`src/bucket_index_builder_with_occ_filter_core_macros.svh`:
```
// Assertion macros used by the file that checks this block.
`ifndef BUCKET_INDEX_BUILDER_WITH_OCC_FILTER_CORE_MACROS_SVH
`define BUCKET_INDEX_BUILDER_WITH_OCC_FILTER_CORE_MACROS_SVH

// Same-cycle implication, disabled while in reset.
`define BIBOF_ASSERT_IMP(label, ante, cons) \
  label: assert property (@(posedge clk) disable iff (!rst_n) (ante) |-> (cons)) \
    else $error("bibof assertion failed");

// Next-cycle implication, disabled while in reset.
`define BIBOF_ASSERT_NXT(label, ante, cons) \
  label: assert property (@(posedge clk) disable iff (!rst_n) (ante) |=> (cons)) \
    else $error("bibof assertion failed");

`endif

```
`src/bibof_pkg.sv`:
```
package bibof_pkg;

  localparam int GROUP_DEPTH     = 32;
  localparam int MAX_BUCKET_BITS = 30;

  localparam int IDX_W      = 5;
  localparam int SIZE_W     = 6;
  localparam int BUCKET_W   = 30;
  localparam int SEED_W     = 21;
  localparam int LOC_W      = 32;
  localparam int CHROM_W    = 10;
  localparam int KIND_W     = 2;
  localparam int MAXOCC_W   = 6;
  localparam int BBITS_W    = 5;
  localparam int CFG_IDX_W  = 1;
  localparam int CFG_DATA_W = 6;
  localparam int ENTRY_W    = LOC_W + CHROM_W + 1;

  localparam logic [MAXOCC_W-1:0] MAXOCC_RESET = 6'd32;
  localparam logic [BBITS_W-1:0]  BBITS_RESET  = 5'd26;

  localparam logic [CFG_IDX_W-1:0] REG_MAX_OCC     = 1'd0;
  localparam logic [CFG_IDX_W-1:0] REG_BUCKET_BITS = 1'd1;

  localparam logic [KIND_W-1:0] KIND_WRITE = 2'd0;
  localparam logic [KIND_W-1:0] KIND_FILL  = 2'd1;
  localparam logic [KIND_W-1:0] KIND_ERROR = 2'd2;

  localparam logic [1:0] SRC_ERR   = 2'd0;
  localparam logic [1:0] SRC_WR    = 2'd1;
  localparam logic [1:0] SRC_FILL  = 2'd2;
  localparam logic [1:0] SRC_FFILL = 2'd3;

  typedef struct packed {
    logic       cap;
    logic       gen;
    logic [1:0] src;
    logic       clr_idx;
    logic       adv;
    logic       upd;
    logic       clear;
    logic       flush;
  } cmd_t;

  typedef struct packed {
    logic bad;
    logic fin;
    logic close1_go;
    logic fill1_go;
    logic close2_go;
    logic ffill_go;
    logic last_idx;
    logic gen_ok;
    logic pend_v;
  } status_t;

  typedef struct packed {
    logic [KIND_W-1:0]   kind;
    logic [LOC_W-1:0]    position;
    logic [BUCKET_W-1:0] bucket_first;
    logic [BUCKET_W-1:0] bucket_last;
    logic [SEED_W-1:0]   seed;
    logic [LOC_W-1:0]    location;
    logic [CHROM_W-1:0]  chrom;
    logic                strand;
  } res_t;

endpackage

```
`src/bibof_ctrl.sv`:
```
module bibof_ctrl (
  input  logic              clk,
  input  logic              rst_n,
  input  logic              in_valid,
  output logic              in_ready,
  input  bibof_pkg::status_t st,
  output bibof_pkg::cmd_t    cmd
);
  import bibof_pkg::*;

  localparam logic [2:0] S_IDLE  = 3'd0;
  localparam logic [2:0] S_ERR   = 3'd1;
  localparam logic [2:0] S_CHK   = 3'd2;
  localparam logic [2:0] S_EMIT  = 3'd3;
  localparam logic [2:0] S_FILL  = 3'd4;
  localparam logic [2:0] S_UPD   = 3'd5;
  localparam logic [2:0] S_FFILL = 3'd6;

  logic [2:0] state_r, state_nxt;
  logic       second_r, second_nxt;

  always_comb begin
    cmd        = '0;
    in_ready   = 1'b0;
    state_nxt  = state_r;
    second_nxt = second_r;
    case (state_r)
      S_IDLE: begin
        if (st.pend_v) begin
          if (st.gen_ok) begin
            cmd.flush = 1'b1;
          end
        end else begin
          in_ready = 1'b1;
          if (in_valid) begin
            cmd.cap    = 1'b1;
            second_nxt = 1'b0;
            state_nxt  = S_ERR;
          end
        end
      end
      S_ERR: begin
        if (st.bad) begin
          if (st.gen_ok) begin
            cmd.gen    = 1'b1;
            cmd.src    = SRC_ERR;
            second_nxt = 1'b1;
            state_nxt  = S_CHK;
          end
        end else begin
          state_nxt = S_CHK;
        end
      end
      S_CHK: begin
        if (second_r ? st.close2_go : st.close1_go) begin
          cmd.clr_idx = 1'b1;
          state_nxt   = S_EMIT;
        end else begin
          state_nxt = second_r ? S_FFILL : S_FILL;
        end
      end
      S_EMIT: begin
        if (st.gen_ok) begin
          cmd.gen = 1'b1;
          cmd.src = SRC_WR;
          if (st.last_idx) begin
            cmd.clr_idx = 1'b1;
            state_nxt   = second_r ? S_FFILL : S_FILL;
          end else begin
            cmd.adv = 1'b1;
          end
        end
      end
      S_FILL: begin
        if (st.fill1_go) begin
          if (st.gen_ok) begin
            cmd.gen   = 1'b1;
            cmd.src   = SRC_FILL;
            state_nxt = S_UPD;
          end
        end else begin
          state_nxt = S_UPD;
        end
      end
      S_UPD: begin
        cmd.upd    = 1'b1;
        second_nxt = 1'b1;
        state_nxt  = st.fin ? S_CHK : S_IDLE;
      end
      S_FFILL: begin
        if (!st.fin) begin
          state_nxt = S_IDLE;
        end else if (st.ffill_go) begin
          if (st.gen_ok) begin
            cmd.gen   = 1'b1;
            cmd.src   = SRC_FFILL;
            cmd.clear = 1'b1;
            state_nxt = S_IDLE;
          end
        end else begin
          cmd.clear = 1'b1;
          state_nxt = S_IDLE;
        end
      end
      default: begin
        state_nxt = S_IDLE;
      end
    endcase
  end

  always_ff @(posedge clk) begin
    if (!rst_n) begin
      state_r  <= S_IDLE;
      second_r <= 1'b0;
    end else begin
      state_r  <= state_nxt;
      second_r <= second_nxt;
    end
  end

endmodule

```
`src/bibof_dp.sv`:
```
module bibof_dp (
  input  logic                                clk,
  input  logic                                rst_n,
  input  logic [bibof_pkg::BUCKET_W-1:0]      in_bucket,
  input  logic [bibof_pkg::SEED_W-1:0]        in_seed,
  input  logic [bibof_pkg::LOC_W-1:0]         in_location,
  input  logic [bibof_pkg::CHROM_W-1:0]       in_chrom,
  input  logic                                in_strand,
  input  logic                                in_final_key,
  input  logic                                cfg_we,
  input  logic [bibof_pkg::CFG_IDX_W-1:0]     cfg_index,
  input  logic [bibof_pkg::CFG_DATA_W-1:0]    cfg_data,
  input  bibof_pkg::cmd_t                     cmd,
  output bibof_pkg::status_t                  st,
  input  logic                                out_ready,
  output logic                                out_valid,
  output logic [bibof_pkg::KIND_W-1:0]        out_kind,
  output logic [bibof_pkg::LOC_W-1:0]         out_position,
  output logic [bibof_pkg::BUCKET_W-1:0]      out_bucket_first,
  output logic [bibof_pkg::BUCKET_W-1:0]      out_bucket_last,
  output logic [bibof_pkg::SEED_W-1:0]        out_seed_out,
  output logic [bibof_pkg::LOC_W-1:0]         out_location_out,
  output logic [bibof_pkg::CHROM_W-1:0]       out_chrom_out,
  output logic                                out_strand_out,
  output logic                                out_run_end
);
  import bibof_pkg::*;

  logic [MAXOCC_W-1:0] max_occ_r;
  logic [BBITS_W-1:0]  bbits_r;

  logic [BUCKET_W-1:0] cap_bucket_r;
  logic [SEED_W-1:0]   cap_seed_r;
  logic [LOC_W-1:0]    cap_loc_r;
  logic [CHROM_W-1:0]  cap_chrom_r;
  logic                cap_strand_r;
  logic                cap_fin_r;

  logic                started_r, started_nxt;
  logic [BUCKET_W-1:0] gbucket_r, gbucket_nxt;
  logic [SEED_W-1:0]   gseed_r, gseed_nxt;
  logic [SIZE_W-1:0]   gsize_r, gsize_nxt;
  logic [LOC_W-1:0]    kept_r, kept_nxt;
  logic [IDX_W-1:0]    idx_r, idx_nxt;

  logic [ENTRY_W-1:0]  store [GROUP_DEPTH];
  logic [ENTRY_W-1:0]  rd_data_r;
  logic [IDX_W-1:0]    rd_addr;
  logic                wr_en;
  logic [IDX_W-1:0]    wr_addr;
  logic [ENTRY_W-1:0]  packed_in;

  logic [BBITS_W-1:0]  bits_eff;
  logic [BUCKET_W-1:0] map_end;
  logic [SIZE_W-1:0]   limit;
  logic                keep;
  logic                same;
  logic                bad;
  logic                out_free;

  res_t res_new;
  res_t pend_r;
  logic pend_v_r, pend_v_nxt;
  res_t out_r;
  logic out_valid_r, out_valid_nxt;
  logic run_end_r;

  always_comb begin
    if (bbits_r < BBITS_W'(1)) begin
      bits_eff = BBITS_W'(1);
    end else if (bbits_r > BBITS_W'(MAX_BUCKET_BITS)) begin
      bits_eff = BBITS_W'(MAX_BUCKET_BITS);
    end else begin
      bits_eff = bbits_r;
    end
  end

  assign map_end = ~({BUCKET_W{1'b1}} << bits_eff);

  assign limit = (max_occ_r > SIZE_W'(GROUP_DEPTH)) ? SIZE_W'(GROUP_DEPTH) : max_occ_r;
  assign keep  = (gsize_r <= limit);
  assign same  = started_r && (cap_bucket_r == gbucket_r) && (cap_seed_r == gseed_r);
  assign bad   = (cap_bucket_r > map_end) ||
                 (started_r && ((cap_bucket_r < gbucket_r) ||
                                ((cap_bucket_r == gbucket_r) && (cap_seed_r < gseed_r))));

  assign out_free = !out_valid_r || out_ready;

  always_comb begin
    st           = '0;
    st.bad       = bad;
    st.fin       = cap_fin_r;
    st.close1_go = !bad && started_r && !same && keep;
    st.fill1_go  = !bad && (started_r ? (!same && (cap_bucket_r > gbucket_r))
                                      : (cap_bucket_r != '0));
    st.close2_go = cap_fin_r && started_r && keep;
    st.ffill_go  = !started_r || (gbucket_r <= map_end);
    st.last_idx  = ({1'b0, idx_r} == (gsize_r - SIZE_W'(1)));
    st.gen_ok    = !pend_v_r || out_free;
    st.pend_v    = pend_v_r;
  end

  assign packed_in = {cap_strand_r, cap_chrom_r, cap_loc_r};

  always_comb begin
    if (cmd.clr_idx) begin
      rd_addr = '0;
    end else if (cmd.adv) begin
      rd_addr = idx_r + IDX_W'(1);
    end else begin
      rd_addr = idx_r;
    end
  end

  assign idx_nxt = rd_addr;

  always_comb begin
    res_new = '0;
    case (cmd.src)
      SRC_ERR: begin
        res_new.kind         = KIND_ERROR;
        res_new.bucket_first = cap_bucket_r;
        res_new.bucket_last  = cap_bucket_r;
        res_new.seed         = cap_seed_r;
        res_new.location     = cap_loc_r;
        res_new.chrom        = cap_chrom_r;
        res_new.strand       = cap_strand_r;
      end
      SRC_WR: begin
        res_new.kind         = KIND_WRITE;
        res_new.position     = kept_r;
        res_new.bucket_first = gbucket_r;
        res_new.bucket_last  = gbucket_r;
        res_new.seed         = gseed_r;
        res_new.location     = rd_data_r[LOC_W-1:0];
        res_new.chrom        = rd_data_r[LOC_W+CHROM_W-1:LOC_W];
        res_new.strand       = rd_data_r[ENTRY_W-1];
      end
      SRC_FILL: begin
        res_new.kind         = KIND_FILL;
        res_new.position     = kept_r;
        res_new.bucket_first = started_r ? gbucket_r : '0;
        res_new.bucket_last  = cap_bucket_r - BUCKET_W'(1);
      end
      SRC_FFILL: begin
        res_new.kind         = KIND_FILL;
        res_new.position     = kept_r;
        res_new.bucket_first = started_r ? gbucket_r : '0;
        res_new.bucket_last  = map_end;
      end
      default: begin
        res_new = '0;
      end
    endcase
  end

  always_comb begin
    started_nxt = started_r;
    gbucket_nxt = gbucket_r;
    gseed_nxt   = gseed_r;
    gsize_nxt   = gsize_r;
    kept_nxt    = kept_r;
    wr_en       = 1'b0;
    wr_addr     = '0;
    if (cmd.gen && (cmd.src == SRC_WR)) begin
      kept_nxt = kept_r + LOC_W'(1);
    end
    if (cmd.upd && !bad) begin
      if (same) begin
        if (gsize_r < SIZE_W'(GROUP_DEPTH)) begin
          wr_en     = 1'b1;
          wr_addr   = gsize_r[IDX_W-1:0];
          gsize_nxt = gsize_r + SIZE_W'(1);
        end else if (gsize_r == SIZE_W'(GROUP_DEPTH)) begin
          gsize_nxt = gsize_r + SIZE_W'(1);
        end
      end else begin
        wr_en       = 1'b1;
        wr_addr     = '0;
        started_nxt = 1'b1;
        gbucket_nxt = cap_bucket_r;
        gseed_nxt   = cap_seed_r;
        gsize_nxt   = SIZE_W'(1);
      end
    end
    if (cmd.clear) begin
      started_nxt = 1'b0;
      gbucket_nxt = '0;
      gseed_nxt   = '0;
      gsize_nxt   = '0;
      kept_nxt    = '0;
    end
  end

  always_comb begin
    pend_v_nxt    = pend_v_r;
    out_valid_nxt = out_valid_r;
    if ((cmd.gen && pend_v_r) || cmd.flush) begin
      out_valid_nxt = 1'b1;
    end else if (out_ready) begin
      out_valid_nxt = 1'b0;
    end
    if (cmd.gen) begin
      pend_v_nxt = 1'b1;
    end else if (cmd.flush) begin
      pend_v_nxt = 1'b0;
    end
  end

  always_ff @(posedge clk) begin
    if (wr_en) begin
      store[wr_addr] <= packed_in;
    end
    rd_data_r <= store[rd_addr];
  end

  always_ff @(posedge clk) begin
    if (cmd.cap) begin
      cap_bucket_r <= in_bucket;
      cap_seed_r   <= in_seed;
      cap_loc_r    <= in_location;
      cap_chrom_r  <= in_chrom;
      cap_strand_r <= in_strand;
      cap_fin_r    <= in_final_key;
    end
    if (cmd.gen) begin
      pend_r <= res_new;
    end
    if ((cmd.gen && pend_v_r) || cmd.flush) begin
      out_r     <= pend_r;
      run_end_r <= cmd.flush;
    end
  end

  always_ff @(posedge clk) begin
    if (!rst_n) begin
      max_occ_r   <= MAXOCC_RESET;
      bbits_r     <= BBITS_RESET;
      started_r   <= 1'b0;
      gbucket_r   <= '0;
      gseed_r     <= '0;
      gsize_r     <= '0;
      kept_r      <= '0;
      idx_r       <= '0;
      pend_v_r    <= 1'b0;
      out_valid_r <= 1'b0;
    end else begin
      if (cfg_we) begin
        case (cfg_index)
          REG_MAX_OCC:     max_occ_r <= cfg_data;
          REG_BUCKET_BITS: bbits_r   <= cfg_data[BBITS_W-1:0];
          default: begin
          end
        endcase
      end
      started_r   <= started_nxt;
      gbucket_r   <= gbucket_nxt;
      gseed_r     <= gseed_nxt;
      gsize_r     <= gsize_nxt;
      kept_r      <= kept_nxt;
      idx_r       <= idx_nxt;
      pend_v_r    <= pend_v_nxt;
      out_valid_r <= out_valid_nxt;
    end
  end

  assign out_valid        = out_valid_r;
  assign out_kind         = out_r.kind;
  assign out_position     = out_r.position;
  assign out_bucket_first = out_r.bucket_first;
  assign out_bucket_last  = out_r.bucket_last;
  assign out_seed_out     = out_r.seed;
  assign out_location_out = out_r.location;
  assign out_chrom_out    = out_r.chrom;
  assign out_strand_out   = out_r.strand;
  assign out_run_end      = run_end_r;

endmodule

```
`src/bucket_index_builder_with_occ_filter_core.sv`:
```
// Builds a bucket offset table from seed keys sorted by bucket and then seed. Keys sharing
// bucket and seed are buffered as a group in a 32-entry store; a closed group is written out
// as key transactions only if it has at most max_occurrence members (a limit capped at 32),
// and map range fill transactions are emitted so that map entry b holds the kept key count
// up to bucket b. Keys out of order or beyond the map give an error transaction and are
// dropped. One input transaction is handled at a time; the next is taken only once the last
// is done. An item that closes a group writes its buffered keys out one at a time, as the
// group store has a single read port, and a final key also writes out the last group's keys
// if it is kept, and a final fill. Output back-pressure can stall any of these steps. The
// last result of each input carries run_end.
`include "bucket_index_builder_with_occ_filter_core_macros.svh"

module bucket_index_builder_with_occ_filter_core (
  input  logic                                clk,
  input  logic                                rst_n,
  input  logic                                in_valid,
  output logic                                in_ready,
  input  logic [bibof_pkg::BUCKET_W-1:0]      in_bucket,
  input  logic [bibof_pkg::SEED_W-1:0]        in_seed,
  input  logic [bibof_pkg::LOC_W-1:0]         in_location,
  input  logic [bibof_pkg::CHROM_W-1:0]       in_chrom,
  input  logic                                in_strand,
  input  logic                                in_final_key,
  output logic                                out_valid,
  input  logic                                out_ready,
  output logic [bibof_pkg::KIND_W-1:0]        out_kind,
  output logic [bibof_pkg::LOC_W-1:0]         out_position,
  output logic [bibof_pkg::BUCKET_W-1:0]      out_bucket_first,
  output logic [bibof_pkg::BUCKET_W-1:0]      out_bucket_last,
  output logic [bibof_pkg::SEED_W-1:0]        out_seed_out,
  output logic [bibof_pkg::LOC_W-1:0]         out_location_out,
  output logic [bibof_pkg::CHROM_W-1:0]       out_chrom_out,
  output logic                                out_strand_out,
  output logic                                out_run_end,
  input  logic                                cfg_we,
  input  logic [bibof_pkg::CFG_IDX_W-1:0]     cfg_index,
  input  logic [bibof_pkg::CFG_DATA_W-1:0]    cfg_data
);
  import bibof_pkg::*;

  cmd_t    cmd;
  status_t st;

  bibof_ctrl u_ctrl (
    .clk      (clk),
    .rst_n    (rst_n),
    .in_valid (in_valid),
    .in_ready (in_ready),
    .st       (st),
    .cmd      (cmd)
  );

  bibof_dp u_dp (
    .clk              (clk),
    .rst_n            (rst_n),
    .in_bucket        (in_bucket),
    .in_seed          (in_seed),
    .in_location      (in_location),
    .in_chrom         (in_chrom),
    .in_strand        (in_strand),
    .in_final_key     (in_final_key),
    .cfg_we           (cfg_we),
    .cfg_index        (cfg_index),
    .cfg_data         (cfg_data),
    .cmd              (cmd),
    .st               (st),
    .out_ready        (out_ready),
    .out_valid        (out_valid),
    .out_kind         (out_kind),
    .out_position     (out_position),
    .out_bucket_first (out_bucket_first),
    .out_bucket_last  (out_bucket_last),
    .out_seed_out     (out_seed_out),
    .out_location_out (out_location_out),
    .out_chrom_out    (out_chrom_out),
    .out_strand_out   (out_strand_out),
    .out_run_end      (out_run_end)
  );

  `BIBOF_ASSERT_IMP(a_gen_room, cmd.gen, st.gen_ok)
  `BIBOF_ASSERT_IMP(a_flush_room, cmd.flush, (!out_valid || out_ready))
  `BIBOF_ASSERT_NXT(a_one_item, (in_valid && in_ready), !in_ready)
  `BIBOF_ASSERT_IMP(a_fill_clean, (out_valid && (out_kind == KIND_FILL)), ((out_seed_out == '0) && (out_location_out == '0)))

endmodule
```
`config.mk`:
```
export PLATFORM = sky130hd
export DESIGN_NAME = bucket_index_builder_with_occ_filter_core
export DESIGN_NICKNAME = d
export VERILOG_FILES = /design/src/bibof_pkg.sv /design/src/bibof_ctrl.sv /design/src/bibof_dp.sv /design/src/bucket_index_builder_with_occ_filter_core.sv
export VERILOG_INCLUDE_DIRS = /design/src /design/src/src
export SDC_FILE = /design/constraint.sdc
export NUM_CORES = 2
export LEC_CHECK = 0
export BUFFER_PORTS_ARGS = -buffer_cell sky130_fd_sc_hd__buf_2
export CAP_MARGIN = 0
export CELL_PAD_IN_SITES_DETAIL_PLACEMENT = 1
export CELL_PAD_IN_SITES_GLOBAL_PLACEMENT = 2
export CORE_MARGIN = 5
export CORE_UTILIZATION = 48
export CTS_BUF_LIST = sky130_fd_sc_hd__clkbuf_16
export CTS_CLUSTER_SIZE = 20
export DETAILED_ROUTE_END_ITERATION = 12
export PLACE_DENSITY = 0.95
export SYNTH_ARGS = -nofsm -noshare
export SYNTH_HDL_FRONTEND = slang
export SYNTH_SLANG_ARGS = --single-unit
```
`constraint.sdc`:
```
create_clock -name clk -period 20.9 [get_ports clk]
set_input_delay 2.09 -clock clk [delete_from_list [all_inputs] [get_ports clk]]
set_output_delay 2.09 -clock clk [all_outputs]
set_load 0.03 [all_outputs]
```
Yosys cells after proc, flatten, opt, wreduce, memory -nomap -nowiden:

Memory sizes are Yosys's and may differ from the RTL's. A register that Yosys moved wholly into a read port is not among the register bits.
Cells that the tools add are included.

* register bits: 524
* memories: 1
* logic and storage cells: 191
* memory bits (writable): 1376
* input bits: 107

Memory list
* u_dp.store: words 32, bits a word 43, read ports 1, clocked after memory_dff 1, wr ports 1, line bibof_dp.sv:46 `logic [ENTRY_W-1:0] store [GROUP_DEPTH];`

* shift operators: 1
* multiplexer cells: 72
* bitwise gates (word level): 4
* $lt $le $gt $ge: 10
* add/sub/neg operators: 5
* equality and inequality tests: 23
* reduce and logical (&&, ||, !) cells: 40

Operator list (count)
* $pmux W60 S4: 1
* $pmux W64 S2: 1
* $gt A30 B30 Y1: 2
* $mux W3: 19
* $mux W5: 8
* $add A32 B1 Y32 const B: 1
* $mux W1: 31
* $eq A30 B30 Y1: 1
* $le A30 B30 Y1: 1
* $lt A30 B30 Y1: 1
* $mux W30: 1
* $not A30 Y30: 1
* $reduce_bool A30 Y1: 1
* $shl A30 B5 Y30 const A: 1
* $sub A30 B1 Y30 const B: 1
* $mux W6: 4
* $eq A21 B21 Y1: 1
* $lt A21 B21 Y1: 1
* $pmux W3 S7: 1
* $logic_and A1 B1 Y1: 14
* $pmux W3 S4: 1
* $ne A2 B2 Y1 const B: 5
* $eq A3 B3 Y1 const B: 3
* $ne A3 B3 Y1 const B: 3
* 32 further kinds: 51

Depth between registers and ports, before layout:

* depth after elaboration: 15
* mapped depth: 20
* depth with buffers taken out: 15

Hierarchy:

Synthesis repeated with hierarchy kept, for this count alone.

* cell total of the unflattened synthesis: 4477
* area, all modules: 76773.6 um^2

By module, submodules not included
* bibof_dp: area each 76276.9 um^2, cells each 4410, times used 1
* bibof_ctrl: area each 496.7 um^2, cells each 67, times used 1

Worst setup path after synthesis:

Ideal clock, no wire load.

* path type: reg2reg
* start: register u_dp.bbits_r[3]
* end: register u_dp.out_r, in the netlist u_dp.out_bucket_first[0], enable pin
* data required time: 20.382 ns
* path slack: 10.550 ns
* cell stages (with the launch flop): 16
* data arrival time: 9.832 ns
* path through: dfxtp_1 > buf_2 > and2_1 > clkbuf_1 > nand3_1 > ha_1 > and3_1 > nand4_1 > or4_1 > or3_1 > o41a_1 > a21oi_1 > nand2b_1 > o21ai_0 > inv_1 > a21o_1

RTL lines
* start, declared: line bibof_dp.sv:30 `logic [BBITS_W-1:0] bbits_r;`
* start signal, assigned: line bibof_dp.sv:251 `REG_BUCKET_BITS: bbits_r <= cfg_data[BBITS_W-1:0];`
* end signal, assigned: line bibof_dp.sv:230 `out_r <= pend_r;`
* end, declared: line bibof_dp.sv:64 `res_t out_r;`

Final worst setup path:

* start: register u_dp.bbits_r[3]
* end: memory u_dp.store[17][20] (netlist name), enable pin

* longest elaborated chain between the ends: 12
* elaborated cells on any way between the ends: 14

RTL lines
* $gt A5 B5 Y1: line bibof_dp.sv:71 `end else if (bbits_r > BBITS_W'(MAX_BUCKET_BITS)) begin`
* $mux W5: line bibof_dp.sv:71
* $mux W5 (*): line bibof_dp.sv:69 `if (bbits_r < BBITS_W'(1)) begin`
* $shl A30 B5 Y30 (*): line bibof_dp.sv:78 `assign map_end = ~({BUCKET_W{1'b1}} << bits_eff);`
* $not A30 Y30 (*): line bibof_dp.sv:78
* $gt A30 B30 Y1 (*): line bibof_dp.sv:83 `assign bad = (cap_bucket_r > map_end) ||`
* $logic_or A1 B1 Y1 (*): line bibof_dp.sv:83
* $logic_not A1 Y1 (*): line bibof_dp.sv:168 `if (cmd.upd && !bad) begin`
* $logic_and A1 B1 Y1 (*): line bibof_dp.sv:168
* $mux W1: line bibof_dp.sv:168
* $mux W1: line bibof_dp.sv:211 `if (wr_en) begin`
* $mux W1 (not written as such): line bibof_dp.sv:212 `store[wr_addr] <= packed_in;`
* end, declared: line bibof_dp.sv:46

Mark *: on every way between the ends. The rest lies on a longest branch, timed or not.

==> impl_metrics.py <==
metrics = {
    "routing": {
        "vias": 51957,
        "viasPerCell": 6.348,
        "wl_um": 254300,
        "drtIter0Drc": 6140,
        "ant_nets": 0,
        "drtPass1Iterations": 6,
        "drc": 0,
        "routedWlPerCell_um": 31.07,
    },
    "worst_setup_path": {
        "end_kind": "flop",
        "cp_cell_sequence": "and2_1 > nand3_1 > ha_1 > nand4_1 > nor3_1 > nand2_1 > or4_1 > o21ai_1 > or2_1 > o2111ai_1 > nor3_1 > nand3_1 > nor2_4 > buf_4",
        "cp-start-kind": "flop",
        "max_stage_delay_ns": 1.25,
        "reg2regPathDepth": 14,
        "rrSetupSlack_ns": 13.17,
        "worstSetupPathType": "flop to flop",
        "critical_path_peak_fanout": 23,
        "rr_startpoint": "u_dp.bbits_r[3]",
        "worstReg2RegEnd": "u_dp.store[17][20]",
        "crit_arrival_ns": 8.20,
        "required_ns": 21.38,
        "crit_slowest_cell": "nor2_4",
    },
    "sta": {
        "finalCriticalPeriod_ns": 7.725,
        "fin_tns_setup_ns": 0,
        "skew_ns": 0.05026,
        "timing.hold.ws_ns": 0.4040,
        "slew_violations": 0,
        "clock.fmax_ghz": 0.1294,
        "worst_slew_pin_slew_ns": 1.450,
        "final.period_utilization_pct": 36.96,
        "hold_violations": 0,
        "rsz0062_at_grt": "no",
        "setup_viol": 0,
        "maxSlewHeadroom_pct": 3.328,
        "setup_slack_ns": 13.17,
    },
    "pwr": {
        "switching_share_pct": 29.73,
        "p_leak_nw": 30.43,
        "power_mw": 10.28,
        "intPower_mw": 7.227,
        "p_switching_mw": 3.057,
        "p_comb_share_pct": 15.0,
        "power_frac_seq_pct": 51.0,
        "ir_drop_mv": 0.08572,
        "power_density_mw_per_mm2": 117.9,
        "clock_power_share_pct": 34.0,
    },
    "yosys": {
        "ys_seq_area_share_pct": 73.62,
        "yosysMostFrequentCell": "edfxtp_1",
        "syn_avg_cell_area_um2": 13.71,
        "ys_types": 91,
        "ys_warn_count": 0,
        "synthTopCellsByCount": "1788 x edfxtp_1, 1126 x nand2_1, 379 x a21oi_1, 321 x nor2_1, 203 x clkbuf_1",
        "synth_edf_count": 1788,
        "synth_top_area_share_pct": 69.59,
        "synthTopCellsByArea": "edfxtp_1 70%, nand2_1 5.5%, dfxtp_1 4.0%",
        "netlist_area_mm2": 0.07715,
        "syn_inst": 5629,
        "synthArstFlopShare_pct": 0,
        "synthFlopType": "edfxtp_1",
        "synth_top_cell_by_area": "edfxtp_1",
        "synth_seq_cells": 1943,
    },
    "flow_run": {
        "drv_cap": 0,
    },
    "cells_and_area": {
        "multiInputGateArea_mm2": 0.01907,
        "final_nets": 6080,
        "syn2layout_area_growth_pct": 13.08,
        "final_util_pct": 54.46,
        "drive_gt1_share_pct": 11.92,
        "fin_area_mm2": 0.08724,
        "layout.cells.non_filler": 8185,
        "n_fill_cell": 15486,
        "regArea_mm2": 0.05679,
    },
    "global_route": {
        "grt_max_degree": 138,
        "grt_first_pass_wirelength_um": 368700,
        "grt_overflow": 0,
        "gr-usage-all-layers_pct": 29.56,
        "antenna_found_initial": 11,
        "grt_pass1_vias": 55019,
    },
    "hold_path": {
        "whs_endpoint": "u_dp.out_location_out[16]",
        "hold_class": "flop to flop",
        "whs_path_depth": 0,
        "min-delay-start": "u_dp.pend_r[27]",
    },
    "clock_network": {
        "ctsResizeCount": 0,
        "path_clk_slew_ns": 0.06,
        "clockBufferDepth": 3,
        "cts_root_buffer": "clkbuf_16",
        "cts-buffers-inserted": 192,
        "htree_num_levels": 4,
        "clk_latency_ns": 0.87,
        "holdBufCountCts": 0,
        "clock-sinks": 1943,
        "cts_setup_buffers": 0,
        "cts_tree": "done",
    },
    "placed_design": {
        "hpwl_um": 141100,
        "globalplace.congestion": 0.9052,
        "dp_slack_ns": 13.24,
        "place_inst": 7822,
        "placed_cell_area_mm2": 0.08090,
        "portBuffers": 267,
    },
    "floorplan": {
        "ios": 268,
        "initial_core_util_pct": 48.16,
        "die_area_mm2": 0.1688,
        "die_h_um": 410.9,
        "rows": 147,
        "core_area_mm2": 0.1602,
        "die_width_um": 410.9,
    },
    "status": {
        "status": "finished, final reports clean",
    },
}
## kinds of logic after synthesis
family	count (synthesis)	share of synthesized area, %
buffers and inverters	403	2.298
adders and majority gates	118	1.910
muxes	104	1.450
and+or+nand+nor	1892	10.40
xor gates and xnor gates	58	0.6682
other	1	0.004861
AOI/OAI and AO/OA	1110	9.651
DFF	1943	73.62
## sequential cells by signal, indices dropped and copies added, names as in the netlist, 5 cells and up
signal and count:
u_dp.cap_bucket_r 30, u_dp.out_bucket_last 30, u_dp.out_chrom_out 10, u_dp.cap_chrom_r 10
u_dp.kept_r 32, u_dp.cap_loc_r 32, u_dp.rd_data_r 43, u_dp.store 1376
u_dp.out_position 32, u_dp.gseed_r 21, u_dp.pend_r 158, u_dp.out_location_out 32
u_dp.idx_r 5, u_dp.max_occ_r 6, u_dp.gsize_r 6, u_dp.cap_seed_r 21
u_dp.gbucket_r 30, u_dp.out_bucket_first 30, u_dp.bbits_r 5, u_dp.out_seed_out 21
## power by group through the flow
stage          logic, mW  clock network, mW  registers [mW]
2_1_floorplan      0.847                  0            5.30
3_3_place_gp        1.44                  0            5.28
3_5_place_dp        1.51                  0            5.32
4_1_cts             1.53               3.52            5.24
5_1_grt             1.63               3.73            5.28
6_report            1.54               3.50            5.25
## metal layers
metal / track usage, % / wire, um / up-vias
met5: 0 / 37 / -
met4: 17.18 / 16640 / 6
met3: 5.663 / 23080 / 878
met2: 49.23 / 122900 / 3219
met1: 36.15 / 91650 / 26324
li1: - / - / 21530
## worst max-delay path, delay by kind of cell, from the launching register on
family / cells / cell delay [ns]
DFF: 1 / 0.73
and+or+nand+nor: 10 / 4.91
adders and majority gates: 1 / 0.37
AOI/OAI and AO/OA: 2 / 0.73
buffers and inverters: 1 / 0.58
## cell usage in the layout (no fill, tap or decap), types with 21 or more instances in the layout
cell and instances:
a211o_1 43, a211oi_1 96, a21o_1 23, a21oi_1 379
a221o_1 45, a22o_1 71, a22oi_1 46, a2bb2oi_1 41
a31oi_1 97, and2_1 37, and3_1 22, buf_2 267
buf_4 91, bufinv_16 21, clkbuf_16 195, clkinv_1 41
clkinv_2 33, dfxtp_1 155, edfxtp_1 1788, ha_1 117
inv_1 126, mux2i_1 95, nand2_1 1122, nand3_1 166
nand4_1 72, nor2_1 286, nor2_4 37, nor3_1 28
o211ai_1 22, o21ai_0 108, o311ai_0 46, or3_1 50
xnor2_1 27, xor2_1 28
## how the worst max path moves through the flow
stage                          from                         to  slack, ns  cells past startpoint
floorplan           u_dp.bbits_r[3]   u_dp.out_bucket_first[0]      10.55                     15
global placement    u_dp.bbits_r[3]  u_dp.out_bucket_first[11]      13.51                     16
detailed placement  u_dp.bbits_r[3]    u_dp.out_bucket_last[6]      13.24                     16
CTS                 u_dp.bbits_r[3]   u_dp.out_bucket_last[12]      13.22                     16
global route        u_dp.bbits_r[4]   u_dp.out_bucket_first[6]      12.83                     16
finish              u_dp.bbits_r[3]         u_dp.store[17][20]      13.17                     14
## final cells by class
class / instances / area share (%)
clock inverter: 167 / 1.671
timing repair buffer: 359 / 2.338
inverter: 76 / 0.3385
antenna: 1 / 0.002868
sequential: 1943 / 65.10
multi-input combinational: 3284 / 21.86
tap: 2160 / 3.098
clock buffer: 195 / 5.593
(Power assumes the default switching activity.)
